--- config.mk ---
export PLATFORM = sky130hd
export DESIGN_NAME = greedy_load_migration_picker
export DESIGN_NICKNAME = d
export VERILOG_FILES = /design/src/rtl/core/glmp_pkg.sv /design/src/rtl/core/glmp_session.sv /design/src/rtl/core/greedy_load_migration_picker.sv
export VERILOG_INCLUDE_DIRS = /design/src /design/src/rtl/core
export SDC_FILE = /design/constraint.sdc
export NUM_CORES = 1
export LEC_CHECK = 0
export ABC_AREA = 1
export ABC_CLOCK_PERIOD_IN_PS = 28200
export BUFFER_PORTS_ARGS = -buffer_cell sky130_fd_sc_hd__buf_2
export CORE_MARGIN = 4
export CORE_UTILIZATION = 50
export DETAILED_ROUTE_END_ITERATION = 8
export GPL_ROUTABILITY_DRIVEN = 0
export GPL_TIMING_DRIVEN = 0
export PLACE_DENSITY = 0.68
export SETUP_SLACK_MARGIN = 0.02
export SKIP_CTS_REPAIR_TIMING = 1
export SLEW_MARGIN = 20
export SYNTH_ARGS = -nofsm -noshare
export SYNTH_HDL_FRONTEND = slang
export SYNTH_SLANG_ARGS = --single-unit
--- constraint.sdc ---
create_clock -name clk_i -period 28.2 [get_ports clk_i]
set_input_delay 2.82 -clock clk_i [delete_from_list [all_inputs] [get_ports clk_i]]
set_output_delay 2.82 -clock clk_i [all_outputs]
set_load 0.01 [all_outputs]
--- src/rtl/core/greedy_load_migration_picker_macros.svh ---
// Assertion macros for the picker RTL.
`ifndef GREEDY_LOAD_MIGRATION_PICKER_MACROS_SVH
`define GREEDY_LOAD_MIGRATION_PICKER_MACROS_SVH

// Checked on every rising edge outside reset.
`define GLMP_ASSERT(lbl, prop, msg) \
  lbl: assert property (@(posedge clk_i) disable iff (!rst_ni) (prop)) else $error(msg);

// Checked on every rising edge, reset included.
`define GLMP_ASSERT_ALWAYS(lbl, prop, msg) \
  lbl: assert property (@(posedge clk_i) (prop)) else $error(msg);

`endif

--- src/rtl/core/glmp_pkg.sv ---
package glmp_pkg;

  localparam int MAX_LOADS = 256;
  localparam int POS_W     = $clog2(MAX_LOADS + 1);

  localparam int DEPTH_W = 24;
  localparam int SIZE_W  = 16;
  localparam int IDX_W   = 8;
  localparam int KIND_W  = 2;

  localparam int IN_DATA_W  = 88;
  localparam int OUT_DATA_W = 64;

  localparam logic [KIND_W-1:0] KIND_BEGIN  = 2'd0;
  localparam logic [KIND_W-1:0] KIND_LOAD   = 2'd1;
  localparam logic [KIND_W-1:0] KIND_FINISH = 2'd2;

  typedef struct packed {
    logic [KIND_W-1:0]  kind;
    logic [DEPTH_W-1:0] dest_depth;
    logic [DEPTH_W-1:0] src_depth;
    logic [DEPTH_W-1:0] target_avg;
    logic [SIZE_W-1:0]  load_size;
  } item_t;

  typedef struct packed {
    logic [KIND_W-1:0]  reply_kind;
    logic               flag;
    logic [IDX_W-1:0]   load_index;
    logic               status;
    logic               fallback_used;
    logic [DEPTH_W-1:0] new_src_depth;
    logic [DEPTH_W-1:0] new_dst_depth;
  } result_t;

endpackage

--- src/rtl/core/glmp_session.sv ---
`include "greedy_load_migration_picker_macros.svh"

module glmp_session
  import glmp_pkg::*;
(
  input  logic    clk_i,
  input  logic    rst_ni,
  input  logic    fire_i,
  input  item_t   item_i,
  output logic    has_result_o,
  output result_t result_o
);

  logic [DEPTH_W-1:0] dst_q, dst_d, src_q, src_d, avg_q, avg_d, total_q, total_d;
  logic [SIZE_W-1:0]  small_q, small_d;
  logic [IDX_W-1:0]   small_pos_q, small_pos_d;
  logic [POS_W-1:0]   pos_q, pos_d;
  logic               chosen_any_q, chosen_any_d;
  logic               eligible_q, eligible_d;
  logic               filled_q, filled_d;

  logic               elig_new;
  logic               pos_ok;
  logic               take;
  logic               smaller;
  logic [DEPTH_W:0]   load_sum;
  logic               fits;
  logic [DEPTH_W+1:0] lhs, rhs;
  logic [DEPTH_W-1:0] src_less;
  logic               fb;
  logic               done;
  logic [DEPTH_W:0]   fb_total, fin_total, moved;
  logic [DEPTH_W-1:0] new_src, new_dst;

  always_comb begin
    elig_new = (item_i.dest_depth < item_i.target_avg) &&
               (item_i.src_depth > item_i.target_avg) &&
               ({1'b0, item_i.src_depth} >= {item_i.dest_depth, 1'b0});

    pos_ok   = pos_q < POS_W'(MAX_LOADS);
    take     = eligible_q && !filled_q && pos_ok && (item_i.load_size != '0);
    smaller  = (small_q == '0) || (item_i.load_size < small_q);
    load_sum = {1'b0, total_q} + (DEPTH_W+1)'(item_i.load_size);
    fits     = load_sum <= {1'b0, avg_q};

    // Fallback test 2*(dst+min) < 3*(src-min); a negative right side never wins.
    lhs      = {({1'b0, dst_q} + (DEPTH_W+1)'(small_q)), 1'b0};
    src_less = src_q - DEPTH_W'(small_q);
    rhs      = {2'b00, src_less} + {1'b0, src_less, 1'b0};
    fb       = eligible_q && !chosen_any_q && (small_q != '0) &&
               (src_q >= DEPTH_W'(small_q)) && (lhs < rhs);
    done     = eligible_q && (chosen_any_q || fb);
    fb_total = {1'b0, total_q} + (fb ? (DEPTH_W+1)'(small_q) : '0);
    fin_total = done ? fb_total : {1'b0, dst_q};
    moved    = fin_total - {1'b0, dst_q};
    new_src  = (moved >= {1'b0, src_q}) ? '0 : (src_q - moved[DEPTH_W-1:0]);
    new_dst  = fin_total[DEPTH_W] ? '1 : fin_total[DEPTH_W-1:0];
  end

  always_comb begin
    dst_d        = dst_q;
    src_d        = src_q;
    avg_d        = avg_q;
    total_d      = total_q;
    small_d      = small_q;
    small_pos_d  = small_pos_q;
    pos_d        = pos_q;
    chosen_any_d = chosen_any_q;
    eligible_d   = eligible_q;
    filled_d     = filled_q;

    result_o            = '0;
    result_o.reply_kind = item_i.kind;
    has_result_o        = 1'b1;

    case (item_i.kind)
      KIND_BEGIN: begin
        dst_d        = item_i.dest_depth;
        src_d        = item_i.src_depth;
        avg_d        = item_i.target_avg;
        total_d      = item_i.dest_depth;
        small_d      = '0;
        small_pos_d  = '0;
        pos_d        = '0;
        chosen_any_d = 1'b0;
        filled_d     = 1'b0;
        eligible_d   = elig_new;
        result_o.flag = elig_new;
      end
      KIND_LOAD: begin
        if (pos_ok) begin
          pos_d = pos_q + 1'b1;
        end
        result_o.load_index = pos_q[IDX_W-1:0];
        if (take) begin
          if (smaller) begin
            small_d     = item_i.load_size;
            small_pos_d = pos_q[IDX_W-1:0];
          end
          if (fits) begin
            total_d       = load_sum[DEPTH_W-1:0];
            chosen_any_d  = 1'b1;
            result_o.flag = 1'b1;
          end
          filled_d = (fits ? load_sum[DEPTH_W-1:0] : total_q) == avg_q;
        end
      end
      KIND_FINISH: begin
        result_o.load_index    = fb ? small_pos_q : '0;
        result_o.status        = !done;
        result_o.fallback_used = fb;
        result_o.new_src_depth = new_src;
        result_o.new_dst_depth = new_dst;
        dst_d      = new_dst;
        src_d      = new_src;
        total_d    = new_dst;
        eligible_d = 1'b0;
        filled_d   = 1'b0;
      end
      default: begin
        has_result_o = 1'b0;
      end
    endcase
  end

  always_ff @(posedge clk_i or negedge rst_ni) begin
    if (!rst_ni) begin
      dst_q        <= '0;
      src_q        <= '0;
      avg_q        <= '0;
      total_q      <= '0;
      small_q      <= '0;
      small_pos_q  <= '0;
      pos_q        <= '0;
      chosen_any_q <= 1'b0;
      eligible_q   <= 1'b0;
      filled_q     <= 1'b0;
    end else if (fire_i) begin
      dst_q        <= dst_d;
      src_q        <= src_d;
      avg_q        <= avg_d;
      total_q      <= total_d;
      small_q      <= small_d;
      small_pos_q  <= small_pos_d;
      pos_q        <= pos_d;
      chosen_any_q <= chosen_any_d;
      eligible_q   <= eligible_d;
      filled_q     <= filled_d;
    end
  end

  `GLMP_ASSERT(a_total_within_avg, eligible_q |-> (total_q <= avg_q), "running total above average")
  `GLMP_ASSERT(a_filled_consistent, filled_q |-> (eligible_q && (total_q == avg_q)), "filled without a full total")
  `GLMP_ASSERT(a_pos_bounded, pos_q <= POS_W'(MAX_LOADS), "load position past its limit")

endmodule

--- src/rtl/core/greedy_load_migration_picker.sv ---
// Greedy load migration picker.
// Input stream: s_axis_tuser carries the item kind (begin, load, finish) and
// s_axis_tdata the depths and load size. Every begin, load or finish item
// yields exactly one result on the master stream; kind three is dropped.
// Result tuser echoes the kind; tdata holds the verdict flag, load index,
// summary status, fallback marker and the new source and destination depths.
// The input register holds each transfer; the session logic then turns it into
// a result in the result register. One item is taken every cycle while the
// receiver keeps up, since each verdict needs only one add and compare against
// the session registers.
// Reset clears the session: the block then behaves as if no begin had come,
// so loads are not chosen and a finish reports nothing migrated.
// When the receiver holds off, the result register keeps its transfer, the
// input register takes one more item, and s_axis_tready then drops until the
// result is taken.
module greedy_load_migration_picker
  import glmp_pkg::*;
(
  input  logic                  clk_i,
  input  logic                  rst_ni,
  input  logic                  s_axis_tvalid,
  output logic                  s_axis_tready,
  // dest_depth [23:0], src_depth [47:24], target_avg [71:48], load_size [87:72]
  input  logic [IN_DATA_W-1:0]  s_axis_tdata,
  // kind [1:0]
  input  logic [KIND_W-1:0]     s_axis_tuser,
  output logic                  m_axis_tvalid,
  input  logic                  m_axis_tready,
  // flag [0], load_index [8:1], status [9], fallback_used [10],
  // new_src_depth [34:11], new_dst_depth [58:35], zero [63:59]
  output logic [OUT_DATA_W-1:0] m_axis_tdata,
  // reply_kind [1:0]
  output logic [KIND_W-1:0]     m_axis_tuser
);

  item_t   in_q;
  logic    in_vld_q;
  result_t out_q;
  logic    out_vld_q;
  logic    fire;
  logic    has_result;
  result_t result;

  assign fire          = in_vld_q && (!out_vld_q || m_axis_tready);
  assign s_axis_tready = !in_vld_q || fire;

  always_ff @(posedge clk_i or negedge rst_ni) begin
    if (!rst_ni) begin
      in_vld_q <= 1'b0;
    end else if (s_axis_tready) begin
      in_vld_q <= s_axis_tvalid;
    end
  end

  always_ff @(posedge clk_i) begin
    if (s_axis_tready && s_axis_tvalid) begin
      in_q.kind       <= s_axis_tuser;
      in_q.dest_depth <= s_axis_tdata[23:0];
      in_q.src_depth  <= s_axis_tdata[47:24];
      in_q.target_avg <= s_axis_tdata[71:48];
      in_q.load_size  <= s_axis_tdata[87:72];
    end
  end

  glmp_session u_session (
    .clk_i        (clk_i),
    .rst_ni       (rst_ni),
    .fire_i       (fire),
    .item_i       (in_q),
    .has_result_o (has_result),
    .result_o     (result)
  );

  always_ff @(posedge clk_i or negedge rst_ni) begin
    if (!rst_ni) begin
      out_vld_q <= 1'b0;
    end else if (fire && has_result) begin
      out_vld_q <= 1'b1;
    end else if (m_axis_tready) begin
      out_vld_q <= 1'b0;
    end
  end

  always_ff @(posedge clk_i) begin
    if (fire && has_result) begin
      out_q <= result;
    end
  end

  assign m_axis_tvalid = out_vld_q;
  assign m_axis_tuser  = out_q.reply_kind;
  assign m_axis_tdata  = {5'b0, out_q.new_dst_depth, out_q.new_src_depth,
                          out_q.fallback_used, out_q.status, out_q.load_index,
                          out_q.flag};

endmodule

### Word-level counts from Yosys, hierarchy flattened

Index checks and enable logic that the tools add are counted.

* add/sub/neg operators: 8
* magnitude comparators: 9
* equality and inequality tests: 7
* multiplexer cells: 31
* reduce and logical (&&, ||, !) cells: 40

Operator list (number)
* 24-bit two-way mux: 4
* 24-bit one-hot mux with 2 select lines: 2
* 24-bit one-hot mux with 3 select lines: 1
* 24-bit by 16-bit adder with 25-bit output: 2
* 16-bit two-way mux: 3
* 16-bit one-hot mux with 2 select lines: 1
* 8-bit one-hot mux with 2 select lines: 2
* 16-bit nonzero test: 2
* 24-bit by 25-bit adder with 26-bit output: 1
* 26-bit less-than comparator: 1
* 24-bit by 25-bit adder with 25-bit output: 1
* 24-bit by 25-bit greater-or-equal comparator with 1-bit output: 1
* 25-bit by 24-bit greater-or-equal comparator with 1-bit output: 1
* 25-bit by 24-bit <= comparator with 1-bit output: 1
* 25-bit two-way mux: 1
* 25-bit by 24-bit subtractor with 25-bit output: 1
* 24-bit equality test: 1
* 24-bit by 16-bit greater-or-equal comparator with 1-bit output: 1
* 24-bit greater-than comparator: 1
* 24-bit less-than comparator: 1
* 8-bit two-way mux: 3
* 24-bit by 16-bit subtractor with 24-bit output: 1
* 24-bit subtractor: 1
* 9-bit one-hot mux with 2 select lines: 1
* other kinds (21): 60

* flip-flop bits (word level): 285
* input bits: 94
* output and inout bits: 68

### Logic depth before layout (Yosys ltp)

* depth in word-level cells: 12
* depth in mapped cells: 71
* mapped depth without buffers: 70

### Modules after synthesis

A second synthesis with hierarchy kept.

* cells, all modules: 3010
* area total of the unflattened synthesis: 23481.3 µm²

By module, submodules not included
* glmp_session: times used 1, cells each 2838, area each 18799.3 µm²
* greedy_load_migration_picker: times used 1, cells each 172, area each 4682.0 µm²

### Worst setup path after synthesis

No wires, ideal clock.

* kind: flip-flop to flip-flop
* start point: register u_session.small_q[1]
* end point: register u_session.src_q[4]
* arrival: 9.025 ns
* data required time: 28.117 ns
* setup slack: 19.093 ns
* stages on the path, launching flop included: 67
* period minus slack after synthesis: 9.107 ns
* cells stage by stage: dfrtp_1 -> inv_1 -> ha_1 -> nand2_1 -> o21ai_1 -> nand2_1 -> nand2_1 -> nand3_1 -> nand2_1 -> xor2_1 -> ha_1 -> nand2_1 -> nor3_1 -> nand2_1 -> o211ai_1 -> a21o_1 -> nand2_1 -> nand2_1 -> [31 not listed] -> inv_1 -> a21oi_1 -> inv_1 -> a21oi_1 -> inv_1 -> a21oi_1 -> xor2_1 -> ha_1 -> nand2_1 -> nor2_1 -> a211oi_1 -> nand2_1 -> nand2_1 -> nand2_1 -> a21oi_1 -> buf_2 -> nand3_1 -> o21ai_0

* cells in the longest elaborated chain, start to end: 11
* elaborated cells on any way between the ends: 19

RTL lines
* start: declaration: line glmp_session.sv:15 `logic [SIZE_W-1:0] small_q, small_d;`
* start signal: assignment: line glmp_session.sv:143 `small_q <= small_d;`
* 24-bit by 16-bit subtractor with 24-bit output or 16-bit nonzero test (tied branches): line glmp_session.sv:48, glmp_session.sv:50
* 24-bit by 25-bit adder with 26-bit output or 1-bit logical AND (tied branches): line glmp_session.sv:49, glmp_session.sv:50
* 26-bit less-than comparator or 1-bit logical AND (tied branches): line glmp_session.sv:51, glmp_session.sv:50
* 1-bit logical AND: line glmp_session.sv:51 `(src_q >= DEPTH_W'(small_q)) && (lhs < rhs);`
* 16-bit two-way mux or 1-bit logical OR (tied branches): line glmp_session.sv:53, glmp_session.sv:52
* 24-bit by 25-bit adder with 25-bit output or 1-bit logical AND (tied branches): line glmp_session.sv:53, glmp_session.sv:52
* 25-bit two-way mux (*): line glmp_session.sv:54 `fin_total = done ? fb_total : {1'b0, dst_q};`
* 25-bit by 24-bit subtractor with 25-bit output (*): line glmp_session.sv:55 `moved = fin_total - {1'b0, dst_q};`
* 24-bit subtractor or 25-bit by 24-bit greater-or-equal comparator with 1-bit output (tied branches): line glmp_session.sv:56 `new_src = (moved >= {1'b0, src_q}) ? '0 : (src_q - moved[DEPTH_W-1:0]);`
* 24-bit two-way mux (*): line glmp_session.sv:56
* 24-bit one-hot mux with 2 select lines (*): line glmp_session.sv:76 `case (item_i.kind)`
* end signal: assignment: line glmp_session.sv:140 `src_q <= src_d;`
* end: declaration: line glmp_session.sv:14 `logic [DEPTH_W-1:0] dst_q, dst_d, src_q, src_d, avg_q, avg_d, total_q, total_d;`

Mark *: on every way between the ends. The rest lies on a longest branch, timed or not.
A chain may end at the register's enable or synchronous reset.

### Final worst setup path

* start point: register u_session.small_q[1]
* end point: register out_q, in the netlist m_axis_tdata[34] (data pin)

* cells in the longest elaborated chain, start to end: 10
* elaborated cells on any way between the ends: 18

RTL lines
* 24-bit by 16-bit subtractor with 24-bit output or 16-bit nonzero test (tied branches): line glmp_session.sv:48, glmp_session.sv:50
* 24-bit by 25-bit adder with 26-bit output or 1-bit logical AND (tied branches): line glmp_session.sv:49, glmp_session.sv:50
* 26-bit less-than comparator or 1-bit logical AND (tied branches): line glmp_session.sv:51, glmp_session.sv:50
* 1-bit logical AND: line glmp_session.sv:51
* 16-bit two-way mux or 1-bit logical OR (tied branches): line glmp_session.sv:53, glmp_session.sv:52
* 24-bit by 25-bit adder with 25-bit output or 1-bit logical AND (tied branches): line glmp_session.sv:53, glmp_session.sv:52
* 25-bit two-way mux (*): line glmp_session.sv:54
* 25-bit by 24-bit subtractor with 25-bit output (*): line glmp_session.sv:55
* 24-bit subtractor or 25-bit by 24-bit greater-or-equal comparator with 1-bit output (tied branches): line glmp_session.sv:56
* 24-bit two-way mux (*): line glmp_session.sv:56
* end signal: assignment: line greedy_load_migration_picker.sv:86 `out_q <= result;`
* end: declaration: line greedy_load_migration_picker.sv:38 `result_t out_q;`

Marked as above.

==> flow_summary.toml <==
[yosys]
yosysUniqueCellTypes = 53
yosys-top-cells-area = "edfxtp_1 19%, ha_1 16%, dfrtp_1 14%"
synth_top_area_frac = 0.193
netlist_instances = 3051
synthArstFlopShare = 0.470
yosysWarningCount = 0
synth_seq_cells = 285
avgSynthCellArea_um2 = 7.72
synth_common_cells = "694 x nand2_1, 458 x inv_1, 297 x ha_1"
synth_edf_count = 151
synth-seq-area-share = 0.335
synth_most_common_cell = "nand2_1"
synthFlopType = "edfxtp_1"
syn-cell-area_um2 = 23500
yosys.area.top_type = "edfxtp_1"

[sta]
period_needed_ns = 11.86
setup-tns-final_ns = 0
grt_setup_unrepaired = "false"
setup_viol = 0
max_freq_mhz = 84.3
timing.slew.headroom = 0.210
finalHoldViolCount = 0
skew_ns = 0.0221
fin_crit_sh = 0.420
worstMarginPinSlew_ns = 1.17
slew_viol_final = 0

[floorplan]
core_area_um2 = 46600
die_h_um = 225
io-pin-count = 162
initial_core_util = 0.506
rows = 79
die_area_um2 = 50600
die_w_um = 225

[run_status]
outcome = "finished, final reports clean"

[critical_path]
crit_family = "compound AO/OA/AOI/OAI gates"
critPathKind = "register to register"
startpoint_type = "register"
rr_worst_depth = 66
worstPathRequired_ns = 28.64
r2r-end = "m_axis_tdata[34]"
crit_top_cell = "nand2_1"
cpPeakStageDelay_ns = 0.62
endpoint_kind = "register"
worst-path-buf-inv = 7
rrSetupSlack_ns = 16.34
crit_arrival_ns = 12.30
r2r_start = "u_session.small_q[1]"
slowest_stage = "a21oi_1"
crit_fanout = 10

[global_route]
grt_pass1_vias = 21500
grt_max_degree = 87
grt_overflow = 0
grt_usage = 0.307
grt_pass1_wl_mm = 121
antenna_found_initial = 1

[routing]
vias = 22600
dr.pass1.iters = 7
wirelength_mm = 80.0
routedWlPerCell_um = 20.6
vias_per_cell = 5.82
postRouteAntennaNets = 0
drc = 0
drt_iter0_drc = 2024

[finish]
fin_area_um2 = 26300
fin_util = 0.564
layout.nets = 3645
area_delta_synth_final_pct = 11.5
fin_cells = 3881
layout-drive-gt1-share = 0.0795

[clock_network]
cts_inserted_buffers = 30
clk-insertion-delay-late_ns = 0.59
clockBufferDepth = 3
cts_tree = "built"
cts_sinks = 285
cts_root_buf = "clkbuf_16"
clk_pin_slew_ns = 0.06
htree_num_levels = 1

[place]
dp_cells = 3822
io_buffer_count = 156
placed_area_um2 = 25200
hpwl_mm = 66.0

[worst_hold_path]
hold_depth = 2
holdCritPathClass = "register to register"
min_from = "in_q[21]"
hold_end = "u_session.avg_q[5]"

[run]
drv_cap = 0
==> worst register-to-register path: cells and delay by family (launching register included) <==
kind	cells	cell delay, ns
buf+inv	7	0.98
simple gates	32	3.18
fa+ha+maj	7	2.33
flops	1	0.53
compound gates	16	3.96
xor+xnor	4	0.76
==> cell families (layout without fill, tap and decap cells) <==
group	after synthesis	in the layout	share of synthesized area
flops	285	285	0.335
compound gates	595	595	0.142
simple gates	1185	1185	0.214
other cells	1	8	0.000159
fa+ha+maj	304	304	0.164
buf+inv	530	746	0.0879
xor+xnor	151	151	0.0576
==> per-stage QoR <==
| stage | hold WS, ns | worst slack [ns] |
|---|---|---|
| finish | 0.486 | 16.34 |
| global route | 0.511 | 15.37 |
| CTS | 0.488 | 16.56 |
| detailed placement | 0.471 | 16.61 |
| global placement | 0.468 | 16.79 |
| floorplan | 0.450 | 19.09 |
==> state kept, by name (all words and copies together), names as in the netlist <==
name	cells
u_session.small_q	16
in_q	90
u_session.src_q	24
u_session.total_q	24
m_axis_tuser	2
u_session.filled_q	1
m_axis_tvalid	1
u_session.pos_q	9
m_axis_tdata	59
u_session.avg_q	24
u_session.eligible_q	1
in_vld_q	1
u_session.chosen_any_q	1
u_session.dst_q	24
u_session.small_pos_q	8
==> how the worst max path moves through the flow <==
| stage | start | to | slack [ns] | cells after the start |
|---|---|---|---|---|
| 2_1_floorplan | u_session.small_q[1] | u_session.src_q[4] | 19.09 | 66 |
| 3_3_place_gp | u_session.small_q[1] | m_axis_tdata[34] | 16.79 | 66 |
| 3_5_place_dp | u_session.small_q[1] | m_axis_tdata[34] | 16.61 | 66 |
| 4_1_cts | u_session.small_q[1] | m_axis_tdata[34] | 16.56 | 66 |
| 5_1_grt | u_session.small_q[1] | u_session.src_q[7] | 15.37 | 66 |
| 6_report | u_session.small_q[1] | m_axis_tdata[34] | 16.34 | 66 |
==> placed cells by master (no fill, tap or decap), drive strengths merged, types with 14 or more instances in the layout <==
cell type  count
nand4         29
buf          186
nor3          32
nand3b        14
xnor2         45
inv          464
nor2         166
a22oi         47
edfxtp       151
nand2        700
o21bai        14
clkbuf        77
dfrtp        134
nor4          17
a31oi         14
nand3        218
a21oi        296
ha           297
o21a          15
xor2         106
o21ai        158
==> routing by layer <==
layer,GRT usage,vias up,wire length (µm)
met5,0,-,0
met1,0.412,10500,32900
li1,-,10600,-
met4,0.169,0,5280
met2,0.477,1154,34800
met3,0.0482,261,7060
==> cell type report <==
class                           instances  area, µm²
Clock buffer                           32        801
Multi-Input combinational cell       2240      13600
Sequential cell                       285       7890
Inverter                              459       1730
Tap cell                              607        759
Timing Repair Buffer                  160        886
Fill cell                            4336      20300
Antenna cell                            3       7.51
Clock inverter                         24        233
Buffer                                 71        345
Power is not shown: default switching activity piles up to over one toggle a cycle in this logic, so the estimate is an artifact.
